`config.mk`:
```
export PLATFORM = sky130hd
export DESIGN_NAME = url_path_safety_checker_unit_flat
export DESIGN_NICKNAME = d
export VERILOG_FILES = /design/src/hdl/upcc_pkg.sv /design/src/hdl/upcc_if.sv /design/src/hdl/upcc_byte_class.sv /design/src/hdl/upcc_path_track.sv /design/src/hdl/url_path_safety_checker_unit.sv /design/src/flat_wrapper.sv
export SDC_FILE = /design/constraint.sdc
export NUM_CORES = 1
export LEC_CHECK = 0
export ABC_AREA = 1
export ABC_CLOCK_PERIOD_IN_PS = 3400
export BUFFER_PORTS_ARGS = -buffer_cell sky130_fd_sc_hd__buf_2
export CORE_MARGIN = 3
export CORE_UTILIZATION = 50
export CTS_BUF_LIST = sky130_fd_sc_hd__clkbuf_2 sky130_fd_sc_hd__clkbuf_4 sky130_fd_sc_hd__clkbuf_8
export DETAILED_ROUTE_END_ITERATION = 8
export HOLD_SLACK_MARGIN = 0.03
export PLACE_DENSITY = 0.7
export SLEW_MARGIN = 40
export SYNTH_ARGS = -nofsm -noshare
export SYNTH_HDL_FRONTEND = slang
export SYNTH_SLANG_ARGS = --single-unit
```
`constraint.sdc`:
```
create_clock -name clk_i -period 3.4 [get_ports clk_i]
set_input_delay 0.68 -clock clk_i [delete_from_list [all_inputs] [get_ports clk_i]]
set_output_delay 0.68 -clock clk_i [all_outputs]
set_load 0.005 [all_outputs]
```
`src/hdl/upcc_pkg.sv`:
```
// Package for the URL path safety checker: character codes, limits and the
// per-byte class record shared by the datapath modules.
// No dependencies.
package upcc_pkg;

  // Widths of the configuration register and the path byte counter
  localparam int unsigned LenW   = 12;
  localparam int unsigned CountW = 13;
  localparam int unsigned OwedW  = 2;

  localparam logic [LenW-1:0]   MaxLenReset = 12'd2048;
  localparam logic [CountW-1:0] CountMax    = 13'h1fff;
  localparam logic [OwedW-1:0]  HexAfterPct = 2'd2;

  // Character codes
  localparam logic [7:0] CharCtrlLimit = 8'h20;
  localparam logic [7:0] CharDel       = 8'h7f;
  localparam logic [7:0] CharPct       = 8'h25;
  localparam logic [7:0] CharDot       = 8'h2e;
  localparam logic [7:0] CharSlash     = 8'h2f;
  localparam logic [7:0] CharDigit0    = 8'h30;
  localparam logic [7:0] CharDigit9    = 8'h39;
  localparam logic [7:0] CharUpperA    = 8'h41;
  localparam logic [7:0] CharUpperF    = 8'h46;
  localparam logic [7:0] CharUpperZ    = 8'h5a;
  localparam logic [7:0] CharLowerA    = 8'h61;
  localparam logic [7:0] CharLowerF    = 8'h66;
  localparam logic [7:0] CharLowerZ    = 8'h7a;

  // Classification of one path byte
  typedef struct packed {
    logic is_slash;
    logic is_dot;
    logic is_pct;
    logic is_hex;
    logic is_legal;
  } byte_class_t;

endpackage

```
`src/hdl/upcc_if.sv`:
```
// Channel interfaces for the URL path safety checker: path bytes in,
// verdicts out, and the configuration write channel.
// Depends on upcc_pkg.
interface upcc_byte_if;
  import upcc_pkg::*;
  logic       valid;
  logic       ready;
  logic [7:0] path_byte;
  logic       last_byte;

  modport source (output valid, output path_byte, output last_byte, input ready);
  modport sink (input valid, input path_byte, input last_byte, output ready);
endinterface

interface upcc_verdict_if;
  logic valid;
  logic ready;
  logic path_safe;

  modport source (output valid, output path_safe, input ready);
  modport sink (input valid, input path_safe, output ready);
endinterface

interface upcc_cfg_if;
  import upcc_pkg::*;
  logic            valid;
  logic            ready;
  logic [LenW-1:0] max_path_length;

  modport source (output valid, output max_path_length, input ready);
  modport sink (input valid, input max_path_length, output ready);
endinterface

```
`src/hdl/upcc_byte_class.sv`:
```
// Byte classifier: decodes one path byte into the flags the rule checks use.
// Depends on upcc_pkg.
module upcc_byte_class
  import upcc_pkg::*;
(
  input  logic [7:0]  path_byte_i,
  output byte_class_t class_o
);

  logic is_digit;
  logic is_upper;
  logic is_lower;
  logic is_punct;
  logic is_ctrl;

  // Decode ranges
  assign is_digit = (path_byte_i >= CharDigit0) && (path_byte_i <= CharDigit9);
  assign is_upper = (path_byte_i >= CharUpperA) && (path_byte_i <= CharUpperZ);
  assign is_lower = (path_byte_i >= CharLowerA) && (path_byte_i <= CharLowerZ);
  assign is_ctrl  = (path_byte_i < CharCtrlLimit) || (path_byte_i == CharDel);

  // Unreserved, sub-delim and query punctuation plus fragment mark
  always_comb begin
    unique case (path_byte_i)
      8'h2d, 8'h5f, 8'h7e, CharDot, CharSlash, CharPct,
      8'h3f, 8'h26, 8'h3d, 8'h3a, 8'h40, 8'h21,
      8'h24, 8'h27, 8'h28, 8'h29, 8'h2a, 8'h2b,
      8'h2c, 8'h3b, 8'h23: is_punct = 1'b1;
      default:             is_punct = 1'b0;
    endcase
  end

  // Assemble flags
  always_comb begin
    class_o.is_slash = (path_byte_i == CharSlash);
    class_o.is_dot   = (path_byte_i == CharDot);
    class_o.is_pct   = (path_byte_i == CharPct);
    class_o.is_hex   = is_digit ||
                       ((path_byte_i >= CharUpperA) && (path_byte_i <= CharUpperF)) ||
                       ((path_byte_i >= CharLowerA) && (path_byte_i <= CharLowerF));
    class_o.is_legal = !is_ctrl && (is_digit || is_upper || is_lower || is_punct);
  end

endmodule

```
`src/hdl/upcc_path_track.sv`:
```
// Per-path state and rule evaluation: byte count, dot run, escape digits owed
// and sticky failure; produces the verdict on the last byte. Depends on upcc_pkg.
module upcc_path_track
  import upcc_pkg::*;
(
  input  logic            clk_i,
  input  logic            rst_ni,
  input  logic            step_i,
  input  byte_class_t     class_i,
  input  logic            last_i,
  input  logic [LenW-1:0] max_len_i,
  output logic            safe_o
);

  logic [CountW-1:0] count_q, count_d, count_inc;
  logic              dot_q, dot_d, dot_nxt;
  logic [OwedW-1:0]  owed_q, owed_d, owed_nxt;
  logic              failed_q, failed_d;
  logic              fail;

  // Evaluate rules for the current byte
  always_comb begin
    fail      = failed_q;
    count_inc = (count_q == CountMax) ? count_q : count_q + 1'b1;
    if ((count_q == '0) && !class_i.is_slash) begin
      fail = 1'b1;
    end
    if (count_inc > {1'b0, max_len_i}) begin
      fail = 1'b1;
    end
    if (owed_q != '0) begin
      if (!class_i.is_hex) begin
        fail = 1'b1;
      end
      owed_nxt = owed_q - 1'b1;
      dot_nxt  = 1'b0;
    end else begin
      if (!class_i.is_legal) begin
        fail = 1'b1;
      end
      if (class_i.is_dot && dot_q) begin
        fail = 1'b1;
      end
      dot_nxt  = class_i.is_dot;
      owed_nxt = class_i.is_pct ? HexAfterPct : '0;
    end
    // An escape left open at the end fails the path
    safe_o = !(fail || (owed_nxt != '0));
  end

  // Advance or clear the per-path state
  always_comb begin
    count_d  = count_q;
    dot_d    = dot_q;
    owed_d   = owed_q;
    failed_d = failed_q;
    if (step_i) begin
      if (last_i) begin
        count_d  = '0;
        dot_d    = 1'b0;
        owed_d   = '0;
        failed_d = 1'b0;
      end else begin
        count_d  = count_inc;
        dot_d    = dot_nxt;
        owed_d   = owed_nxt;
        failed_d = fail;
      end
    end
  end

  always_ff @(posedge clk_i or negedge rst_ni) begin
    if (!rst_ni) begin
      count_q  <= '0;
      dot_q    <= 1'b0;
      owed_q   <= '0;
      failed_q <= 1'b0;
    end else begin
      count_q  <= count_d;
      dot_q    <= dot_d;
      owed_q   <= owed_d;
      failed_q <= failed_d;
    end
  end

endmodule

```
`src/hdl/url_path_safety_checker_unit.sv`:
```
// Top level of the URL path safety checker: input register, byte classifier,
// path state tracker, verdict register and the length limit register.
// Depends on upcc_pkg, upcc_if, upcc_byte_class and upcc_path_track.

// Takes one path byte per cycle unless a held verdict stalls a last byte; a
// verdict (path_safe) is produced for the byte flagged last_byte and is
// presented from the verdict register once that byte has passed through the
// input register, to be taken when the output side is ready. A byte is held in the
// input register and is checked on its way into the state and verdict
// registers; a held verdict stalls only the last byte of the next path, other
// bytes keep flowing. max_path_length is written through the cfg channel,
// which is always ready; write it only between paths.
module url_path_safety_checker_unit
  import upcc_pkg::*;
(
  input  logic                  clk_i,
  input  logic                  rst_ni,
  upcc_byte_if.sink             path_in,
  upcc_verdict_if.source        verdict_out,
  upcc_cfg_if.sink              cfg
);

  logic            in_vld_q, in_vld_d;
  logic [7:0]      in_byte_q;
  logic            in_last_q;
  logic            out_vld_q, out_vld_d;
  logic            out_safe_q;
  logic [LenW-1:0] max_len_q;
  logic            advance;
  logic            in_take;
  logic            safe;
  byte_class_t     byte_class;

  // Advance the held byte unless it would overwrite an untaken verdict
  assign advance = in_vld_q && (!in_last_q || !out_vld_q || verdict_out.ready);
  assign path_in.ready = !in_vld_q || advance;
  assign in_take = path_in.valid && path_in.ready;

  // Input register
  assign in_vld_d = in_take ? 1'b1 : (advance ? 1'b0 : in_vld_q);

  always_ff @(posedge clk_i or negedge rst_ni) begin
    if (!rst_ni) begin
      in_vld_q <= 1'b0;
    end else begin
      in_vld_q <= in_vld_d;
    end
  end

  always_ff @(posedge clk_i) begin
    if (in_take) begin
      in_byte_q <= path_in.path_byte;
      in_last_q <= path_in.last_byte;
    end
  end

  // Length limit register
  assign cfg.ready = 1'b1;

  always_ff @(posedge clk_i or negedge rst_ni) begin
    if (!rst_ni) begin
      max_len_q <= MaxLenReset;
    end else if (cfg.valid && cfg.ready) begin
      max_len_q <= cfg.max_path_length;
    end
  end

  upcc_byte_class u_class (
    .path_byte_i (in_byte_q),
    .class_o     (byte_class)
  );

  upcc_path_track u_track (
    .clk_i     (clk_i),
    .rst_ni    (rst_ni),
    .step_i    (advance),
    .class_i   (byte_class),
    .last_i    (in_last_q),
    .max_len_i (max_len_q),
    .safe_o    (safe)
  );

  // Verdict register: load on a last byte, drop once taken
  always_comb begin
    if (advance && in_last_q) begin
      out_vld_d = 1'b1;
    end else if (verdict_out.ready) begin
      out_vld_d = 1'b0;
    end else begin
      out_vld_d = out_vld_q;
    end
  end

  always_ff @(posedge clk_i or negedge rst_ni) begin
    if (!rst_ni) begin
      out_vld_q <= 1'b0;
    end else begin
      out_vld_q <= out_vld_d;
    end
  end

  always_ff @(posedge clk_i) begin
    if (advance && in_last_q) begin
      out_safe_q <= safe;
    end
  end

  assign verdict_out.valid     = out_vld_q;
  assign verdict_out.path_safe = out_safe_q;

endmodule

```
`src/flat_wrapper.sv`:
```
// flat-port wrapper written by rule: the top's interface ports become plain ports
module url_path_safety_checker_unit_flat import upcc_pkg::*;
  (clk_i, rst_ni, path_in_valid, path_in_path_byte, path_in_last_byte, path_in_ready, verdict_out_valid, verdict_out_path_safe, verdict_out_ready, cfg_valid, cfg_max_path_length, cfg_ready);
  upcc_byte_if path_in_i ();
  upcc_verdict_if verdict_out_i ();
  upcc_cfg_if cfg_i ();
  input  logic clk_i;
  input  logic rst_ni;
  input wire logic [$bits(path_in_i.valid)-1:0] path_in_valid;
  input wire logic [$bits(path_in_i.path_byte)-1:0] path_in_path_byte;
  input wire logic [$bits(path_in_i.last_byte)-1:0] path_in_last_byte;
  output wire logic [$bits(path_in_i.ready)-1:0] path_in_ready;
  output wire logic [$bits(verdict_out_i.valid)-1:0] verdict_out_valid;
  output wire logic [$bits(verdict_out_i.path_safe)-1:0] verdict_out_path_safe;
  input wire logic [$bits(verdict_out_i.ready)-1:0] verdict_out_ready;
  input wire logic [$bits(cfg_i.valid)-1:0] cfg_valid;
  input wire logic [$bits(cfg_i.max_path_length)-1:0] cfg_max_path_length;
  output wire logic [$bits(cfg_i.ready)-1:0] cfg_ready;
  assign path_in_i.valid = path_in_valid;
  assign path_in_i.path_byte = path_in_path_byte;
  assign path_in_i.last_byte = path_in_last_byte;
  assign path_in_ready = path_in_i.ready;
  assign verdict_out_valid = verdict_out_i.valid;
  assign verdict_out_path_safe = verdict_out_i.path_safe;
  assign verdict_out_i.ready = verdict_out_ready;
  assign cfg_i.valid = cfg_valid;
  assign cfg_i.max_path_length = cfg_max_path_length;
  assign cfg_ready = cfg_i.ready;
  url_path_safety_checker_unit u_core (.clk_i(clk_i), .rst_ni(rst_ni), .path_in(path_in_i), .verdict_out(verdict_out_i), .cfg(cfg_i));
endmodule
```
# --- Word-level counts from Yosys, hierarchy flattened ---
# Cells that the tools add are included.
word_totals:
  regBits: 41
  inputBits: 26
  out_inout_bits: 4
  word_cells: 97
classes:
  add_sub_neg: 2
  n_lt_le_gt_ge: 10
  n_eq_ne: 23
  mux: 19
  n_reduce_logical: 33
op_table:
  columns: ["operator", "count"]
  rows:
  - ["8-bit by 6-bit == test with 1-bit output (second input constant)", 18]
  - ["8-bit by 7-bit == test with 1-bit output (second input constant)", 4]
  - ["8-bit by 7-bit less-or-equal comparator with 1-bit output (second input constant)", 4]
  - ["13-bit 2-to-1 mux", 2]
  - ["21-bit OR reduction", 1]
  - ["8-bit by 7-bit greater-or-equal comparator with 1-bit output (second input constant)", 2]
  - ["1-bit 2-to-1 mux", 14]
  - ["13-bit by 1-bit adder with 13-bit output (second input constant)", 1]
  - ["13-bit == test (second input constant)", 1]
  - ["13-bit by 12-bit > comparator with 1-bit output", 1]
  - ["13-bit zero test", 1]
  - ["1-bit logical AND", 11]
  - ["1-bit logical OR", 10]
  - ["8-bit by 6-bit greater-or-equal comparator with 1-bit output (second input constant)", 1]
  - ["8-bit by 6-bit less-or-equal comparator with 1-bit output (second input constant)", 1]
  - ["8-bit by 6-bit < comparator with 1-bit output (second input constant)", 1]
  - ["2-bit nonzero test", 4]
  - ["1-bit zero test", 6]
  - ["2-bit 2-to-1 mux", 3]
  - ["2-bit by 1-bit subtractor with 2-bit output (second input constant)", 1]

# --- Longest topological paths before layout ---
# Gate-level depths: netlist of the first run.
logic_depth:
  word_depth: 11
  depth_mapped: 23
  ltp_nobuf: 23

# --- Hierarchy ---
# From an unflattened synthesis of the first run, not the netlist that was laid out.
hier_totals:
  cells_unflattened: 399
  area_unflattened_um2: 2834.0
by_module_without_submodules:
  columns: ["mod", "instances", "cells_per_inst", "area_per_inst_um2", "seq_area_each_um2"]
  rows:
  - ["upcc_path_track", 1, 203, 1441.4, 425.4]
  - ["url_path_safety_checker_unit", 1, 76, 890.9, 651.9]
  - ["upcc_byte_class", 1, 120, 501.7, 0.0]

# --- Worst setup path before layout of the first run ---
# OpenSTA, ideal clock, no wires.
synth_path:
  path_type: "reg-to-reg"
  startpoint: "register u_core.u_track.count_q[0]"
  endpoint: "register u_core.out_safe_q (netlist: u_core.verdict_out.path_safe) (data pin)"
  setup_time_ns: 0.257
  arrival_time_ns: 2.336
  t_required_ns: 3.143
  path_slack_ns: 0.807
  path_stages_with_launch: 23
  n_path_buf: 0
  period_less_slack_ns: 2.593
  path_cell_list: "dfrtp_1 > ha_1 > inv_1 > nor2_4 > and2_4 > nand3_1 > nand2_1 > nor2_1 > nand2_1 > o21ai_1 > inv_1 > ha_1 > nand2_1 > inv_1 > nand2_1 > nor2_1 > nand3_1 > nor2_1 > nor2_1 > nor2_1 > nor2_1 > nand2_1 > nor2_1"
synth_between:
  elab_chain_cells: 9
  elab_cells_between_ends: 14
  cone_classes: "1 x add/sub; 1 x order compare; 1 x eq/ne; 7 x mux; 4 x reduce/logical"
synth_lines:
  columns: ["item", "line_no", "source"]
  rows:
  - ["start, declared", "upcc_path_track.sv:15", "logic [CountW-1:0] count_q, count_d, count_inc;"]
  - ["start signal, assigned", "upcc_path_track.sv:79", "count_q <= count_d;"]
  - ["13-bit by 1-bit adder with 13-bit output, or another cell as far along", "upcc_path_track.sv:24", "count_inc = (count_q == CountMax) ? count_q : count_q + 1'b1;"]
  - ["13-bit 2-to-1 mux or 1-bit logical AND (tied branches)", "upcc_path_track.sv:24, upcc_path_track.sv:25", null]
  - ["13-bit by 12-bit > comparator with 1-bit output or 1-bit 2-to-1 mux (tied branches)", "upcc_path_track.sv:28, upcc_path_track.sv:25", null]
  - ["1-bit 2-to-1 mux *", "upcc_path_track.sv:28", "if (count_inc > {1'b0, max_len_i}) begin"]
  - ["1-bit 2-to-1 mux", "upcc_path_track.sv:38", "if (!class_i.is_legal) begin"]
  - ["1-bit 2-to-1 mux", "upcc_path_track.sv:41", "if (class_i.is_dot && dot_q) begin"]
  - ["1-bit 2-to-1 mux *", "upcc_path_track.sv:31", "if (owed_q != '0) begin"]
  - ["1-bit logical OR *", "upcc_path_track.sv:48", "safe_o = !(fail || (owed_nxt != '0));"]
  - ["1-bit zero test *", "upcc_path_track.sv:48", null]
  - ["via u_core.safe", "url_path_safety_checker_unit.sv:31", "logic safe;"]
  - ["end signal, assigned", "url_path_safety_checker_unit.sv:104", "out_safe_q <= safe;"]
  - ["end, declared", "url_path_safety_checker_unit.sv:27", "logic out_safe_q;"]
# Mark *: on every way through the listed nets, which the timed path passes. The rest lies on a longest branch.
# A chain may end at the register's enable or synchronous reset.

# --- Worst setup path after layout of the first run ---
# Ends and elaborated chain as after synthesis.

==> impl_metrics.csv, run 1 <==
group,metric,value,unit
run_status,run_status,"finished clean",
placed_design,dp_cells,464,
yosys,yosysTopAreaCellShare,0.2784,
drt,vias,2361,
power,leakage,1.547,nW
timing,whs,0.4189,ns
die,fp.dieH,79.44,µm
yosys,yosysTopAreaCell,"dfrtp_1",
power,p_total,1.083,mW
yosys,synth.most_common_cell,"nand2_1",
yosys,yosys-top-cells-area,"dfrtp_1 28%, nand2_1 15%, edfxtp_1 11%",
timing,fmax,0.3426,GHz
drt,dr.pass1.iters,4,
global_routing,track_usage,0.1922,
placed_design,dpl_cell_area,0.002893,mm²
yosys,synth.distinct_cells,37,
cts,cts_tree,"yes",
cts,clkLatencyLatePin,0.29,ns
timing,setup_tns,0,ns
global_routing,first_global_vias,2200,
placed_design,portBuffers,28,
drt,first_iter_violations,103,
yosys,yosysWarnings,0,
critical_path,path_class,"register to register",
yosys,syn_inst,373,
cts,numCtsBuffers,5,
yosys,synth_nets,413,
power,peakVddDrop,0.0002513,V
critical_path,crit_fanout,5,
timing,post-route-period-util,0.8585,
cts,post_cts_resized,0,
die,die_x,79.44,µm
critical_path,critPathCaptureType,"register",
yosys,synthFlopType,"dfrtp_1",
placed_design,hpwl,4385,µm
finish,insertedDiodeCount,0,
placed_design,place_ws,0.5189,ns
die,rows,26,
critical_path,crit_arrival,2.97,ns
global_routing,antenna_found_initial,0,
timing,rsz0062_at_grt,"no",
finish,fin_area,0.002974,mm²
yosys,ys_ff_latch,41,
timing,setup_viol,0,
die,ioPinCount,30,
global_routing,gr-total-overflow,0,
drt,wl_per_cell,11.88,µm
cts,cts_hold_buf,0,
cts,post_cts_buffers,0,
cts,cts.path.max_buffers,2,
global_routing,grt_pass1_wl,9660,µm
drt,vias_per_cell,5.002,
finish,fin_cells,472,
timing,min_period,2.919,ns
yosys,ys_seq_area_frac,0.3995,
critical_path,cp.required,3.45,ns
critical_path,cp-start-kind,"register",
yosys,syn_area_per_cell,7.229,µm²
drt,drt-total-wl,5606,µm
cts,clk_pin_slew_worst_paths,0.08,ns
timing,finalWorstSetupSlack,0.4810,ns
drt,drtAntennaViolNets,0,
cts,cts_root_buffer,"clkbuf_8",
timing,hold_viol_final,0,
timing,tightest_slew,0.6769,ns
timing,maxSlewViolCount,0,
finish,drive_above_1_share,0.1219,
yosys,synth-edff-count,10,
timing,fin_skew,0.003658,ns
finish,syn2layout_area_growth,10.30,%
hold_path,hold_class,"input pin to asynchronous set/reset pin",
global_routing,grt_max_degree,32,
timing,max-slew-margin-rel,0.5488,
yosys,synthArstFlopShare,0.7561,
cts,clock-sinks,41,
power,power_density,364.3,mW/mm²
drt,drc_errors,0,
yosys,synth_area,0.002696,mm²
finish,num-nets-final,441,
job,maxCapViolCount,0,
die,initial_core_util,0.5213,
yosys,synth_common_cells,"110 x nand2_1, 62 x inv_1, 40 x nor2_1",
die,core_area,0.005172,mm²
die,fp.dieArea,0.006310,mm²
cts,htreeDepth,2,
finish,fin_util,0.5750,
placed_design,gp_congestion,0.8470,
-- final timing paths --
kind	slack (ns)	endpoint	cells past startpoint	start
hold reg to reg	0.49	u_core.max_len_q[11]	2	u_core.max_len_q[11]
min in group clk_i	0.49	u_core.max_len_q[11]	2	u_core.max_len_q[11]
setup / recovery	0.48	u_core.verdict_out.path_safe	22	u_core.u_track.count_q[0]
max in group asynchronous	2.54	u_core.u_track.count_q[10]	1	rst_ni
setup reg to reg	0.48	u_core.verdict_out.path_safe	22	u_core.u_track.count_q[0]
hold / removal	0.42	u_core.u_track.count_q[9]	1	rst_ni
-- worst max-delay path, stage by stage (launching register included) --
cell and delay, ns:
dfrtp_1 0.43, ha_1 0.24, inv_1 0.10, nor2_4 0.06, and2_4 0.17, nand3_1 0.15, nand2_1 0.10, nor2_1 0.10
nand2_1 0.07, o21ai_1 0.16, inv_1 0.06, ha_1 0.27, nand2_1 0.04, inv_1 0.04, nand2_1 0.04, nor2_1 0.08
nand3_1 0.10, nor2_1 0.10, nor2_1 0.05, nor2_1 0.14, nor2_1 0.07, nand2_1 0.08, nor2_1 0.04
-- cells by family (layout without fill, tap and decap cells) --
| family | after synthesis | count (layout) | share of synthesized area |
|---|---|---|---|
| adder cells (fa/ha/maj) | 14 | 14 | 0.06497 |
| other | 1 | 1 | 0.001391 |
| AND/OR/NAND/NOR | 187 | 187 | 0.2919 |
| AO/OA/AOI/OAI | 51 | 51 | 0.1123 |
| XOR/XNOR | 6 | 6 | 0.02227 |
| flip-flops | 41 | 41 | 0.3995 |
| multiplexers | 1 | 1 | 0.004176 |
| buffers and inverters | 72 | 101 | 0.1035 |
-- report_power, final --
part	leakage (nW)	internal (mW)	total [mW]	switching, mW
sequential	0.499	0.540	0.569	0.0288
clock	0.0430	0.138	0.303	0.165
combinational	1.00	0.0812	0.211	0.130
-- state kept, by name (all words and copies together) (netlist names) --
register                      cells
u_core.verdict_out.valid          1
u_core.in_last_q                  1
u_core.u_track.count_q           13
u_core.verdict_out.path_safe      1
u_core.u_track.failed_q           1
u_core.u_track.dot_q              1
u_core.u_track.owed_q             2
u_core.in_vld_q                   1
u_core.in_byte_q                  8
u_core.max_len_q                 12
-- metal layers --
layer  wire, µm  share of wire  track usage
met4        100          0.018      0.06357
met3        179          0.032      0.03499
met2       2701           0.48       0.3222
met1       2624           0.47       0.2502
met5          0              0            0
-- cells in the final DEF, fill, tap and decap left out, types with 6 or more instances in the layout --
cell type	instances
nand2_1	110
inv_1	62
nor2_1	40
dfrtp_1	30
buf_2	28
o21ai_0	22
nand3_1	18
ha_1	14
edfxtp_1	10
o22ai_1	9
a21oi_1	8
nor3_1	6
-- cell type report --
| class | instances | area (µm²) |
|---|---|---|
| clock buffers | 5 | 68.82 |
| clock inverters | 3 | 12.51 |
| fillers | 483 | 2198 |
| inverters | 64 | 240.2 |
| multi-input cells | 260 | 1340 |
| flip-flops and latches | 41 | 1077 |
| well taps | 70 | 87.58 |
| repair buffers | 29 | 147.6 |
No activity file was read; power rests on OpenSTA's default activity.
==> run 2, diff against run 1 <==
--- a/config.mk
+++ b/config.mk
@@ -8,7 +8,7 @@
 export ABC_AREA = 1
 export ABC_CLOCK_PERIOD_IN_PS = 3400
 export BUFFER_PORTS_ARGS = -buffer_cell sky130_fd_sc_hd__buf_2
-export CORE_MARGIN = 3
+export CORE_MARGIN = 1.5
 export CORE_UTILIZATION = 50
 export CTS_BUF_LIST = sky130_fd_sc_hd__clkbuf_2 sky130_fd_sc_hd__clkbuf_4 sky130_fd_sc_hd__clkbuf_8
 export DETAILED_ROUTE_END_ITERATION = 8
==> run 2 against run 1 <==
Compared with the run above:
- sequential share of layout area down 0.12 points
- total power increased by 1.8%
- final area grew 0.34%
- maximum frequency increased by 0.18%
- final cell count stayed put
==> impl_metrics.csv, run 2 (synthesized netlist as in run 1, its figures left out) <==
group,metric,value,unit
critical_path,path_class,"register to register",
critical_path,crit_arrival,2.96,ns
critical_path,crit_buf_inv,3,
finish,layout_common_cells,"110 x nand2_1, 62 x inv_1, 40 x nor2_1, 30 x dfrtp_1, 28 x buf_2",
cts,htreeDepth,2,
cts,clkLatencyLatePin,0.30,ns
cts,clock-sinks,41,
finish,drive_above_1_share,0.1269,
global_routing,antenna_found_initial,0,
drt,dr.pass1.iters,4,
timing,whs,0.4205,ns
critical_path,cpMostUsedCell,"nor2_1",
timing,post-route-period-util,0.8570,
critical_path,crit_fanout,5,
die,rows,26,
cts,cts.path.max_buffers,2,
finish,fin_util,0.5806,
die,fp.dieH,76.44,µm
critical_path,cp-start-kind,"register",
cts,numCtsBuffers,5,
drt,drtAntennaViolNets,0,
finish,num-nets-final,441,
die,initial_core_util,0.5246,
global_routing,grt_max_degree,32,
die,core_area,0.005140,mm²
finish,fillers,535,
drt,first_iter_violations,59,
cts,cts_root_buffer,"clkbuf_8",
timing,rsz0062_at_grt,"no",
critical_path,worstPathCellList,"ha_1, inv_1, nor2_4, and2_4, nand3_1, nand2_1, nor2_1, nand2_1, o21ai_1, inv_1, ha_1, nand2_1, inv_1, nand2_1, nor2_1, nand3_1, nor2_1, nor2_1, nor2_1, nor2_1, nand2_1, nor2_1",
placed_design,hpwl,4405,µm
cts,clk_pin_slew_worst_paths,0.08,ns
timing,hold_viol_final,0,
finish,top_register,"u_core.u_track.count_q",
cts,cts_tree,"yes",
cts,post_cts_buffers,0,
critical_path,critical_path.top_delay_family,"simple AND/OR/NAND/NOR gates",
timing,setup_viol,0,
critical_path,r2r_slack,0.49,ns
drt,drt-total-wl,5530,µm
drt,vias_per_cell,5.002,
timing,min_period,2.914,ns
placed_design,portBuffers,28,
job,maxCapViolCount,0,
finish,layout_commonest_cell,"nand2_1",
timing,maxSlewViolCount,0,
global_routing,grt_pass1_wl,9694,µm
placed_design,dpl_cell_area,0.002893,mm²
global_routing,track_usage,0.2088,
finish,largest_register_ffs,13,
critical_path,slowest_delay,0.43,ns
critical_path,cp_slowest_cell,"dfrtp_1",
power,power_density,369.4,mW/mm²
cts,cts_hold_buf,0,
die,ioPinCount,30,
global_routing,first_global_vias,2255,
global_routing,gr-total-overflow,0,
timing,setup_tns,0,ns
placed_design,gp_congestion,0.9029,
finish,reg_top3,"u_core.u_track.count_q x13, u_core.max_len_q x12, u_core.in_byte_q x8",
run_status,run_status,"finished clean",
die,fp.dieArea,0.005842,mm²
die,die_x,76.44,µm
power,leakage,1.549,nW
timing,fmax,0.3432,GHz
hold_path,hold_class,"input pin to asynchronous set/reset pin",
cts,post_cts_resized,0,
power,peakVddDrop,0.0003291,V
timing,tightest_slew,0.6879,ns
drt,drc_errors,0,
timing,fin_skew,0.008472,ns
critical_path,critPathCaptureType,"register",
finish,syn2layout_area_growth,10.67,%
drt,vias,2361,
finish,insertedDiodeCount,0,
timing,max-slew-margin-rel,0.5414,
critical_path,cp.required,3.45,ns
finish,fin_area,0.002984,mm²
drt,wl_per_cell,11.72,µm
[run 2: cell type report]
class                   count  area (µm²)  share of cell area
clock buffers               7       83.83             0.02809
clock inverters             1       7.507            0.002516
inverters                  64       240.2             0.08050
multi-input cells         260        1340              0.4491
flip-flops and latches     41        1077              0.3610
well taps                  70       87.58             0.02935
repair buffers             29       147.6             0.04948
[run 2: through the flow]
step           worst slack (ns)  total power [mW]  cells
6_report                 0.4862             1.102    472
5_1_grt                  0.2169             1.175    472
4_1_cts                  0.4882             1.115    472
3_5_place_dp             0.5278            0.7907    464
3_3_place_gp             0.6038            0.7874    464
2_1_floorplan            0.8073            0.7250    373
[run 2: layer usage]
metal,share of wire,up-vias,track usage
li1,-,1234,-
met1,0.47,1075,0.2640
met2,0.48,43,0.3527
met3,0.028,9,0.03952
met4,0.018,0,0.08148
met5,0,-,0
[run 2: report_power, final]
group          leakage [nW]  internal, mW  switching, mW
Combinational          1.01        0.0811          0.131
Sequential            0.499         0.541         0.0276
Clock                0.0453         0.161          0.161
[run 2: final timing paths]
path	start	to	depth (start not counted)
setup / recovery	u_core.u_track.count_q[0]	u_core.verdict_out.path_safe	22
max in group asynchronous	rst_ni	u_core.u_track.count_q[7]	1
hold reg to reg	u_core.max_len_q[11]	u_core.max_len_q[11]	2
min in group clk_i	u_core.max_len_q[11]	u_core.max_len_q[11]	2
setup reg to reg	u_core.u_track.count_q[0]	u_core.verdict_out.path_safe	22
hold / removal	rst_ni	u_core.u_track.count_q[1]	1
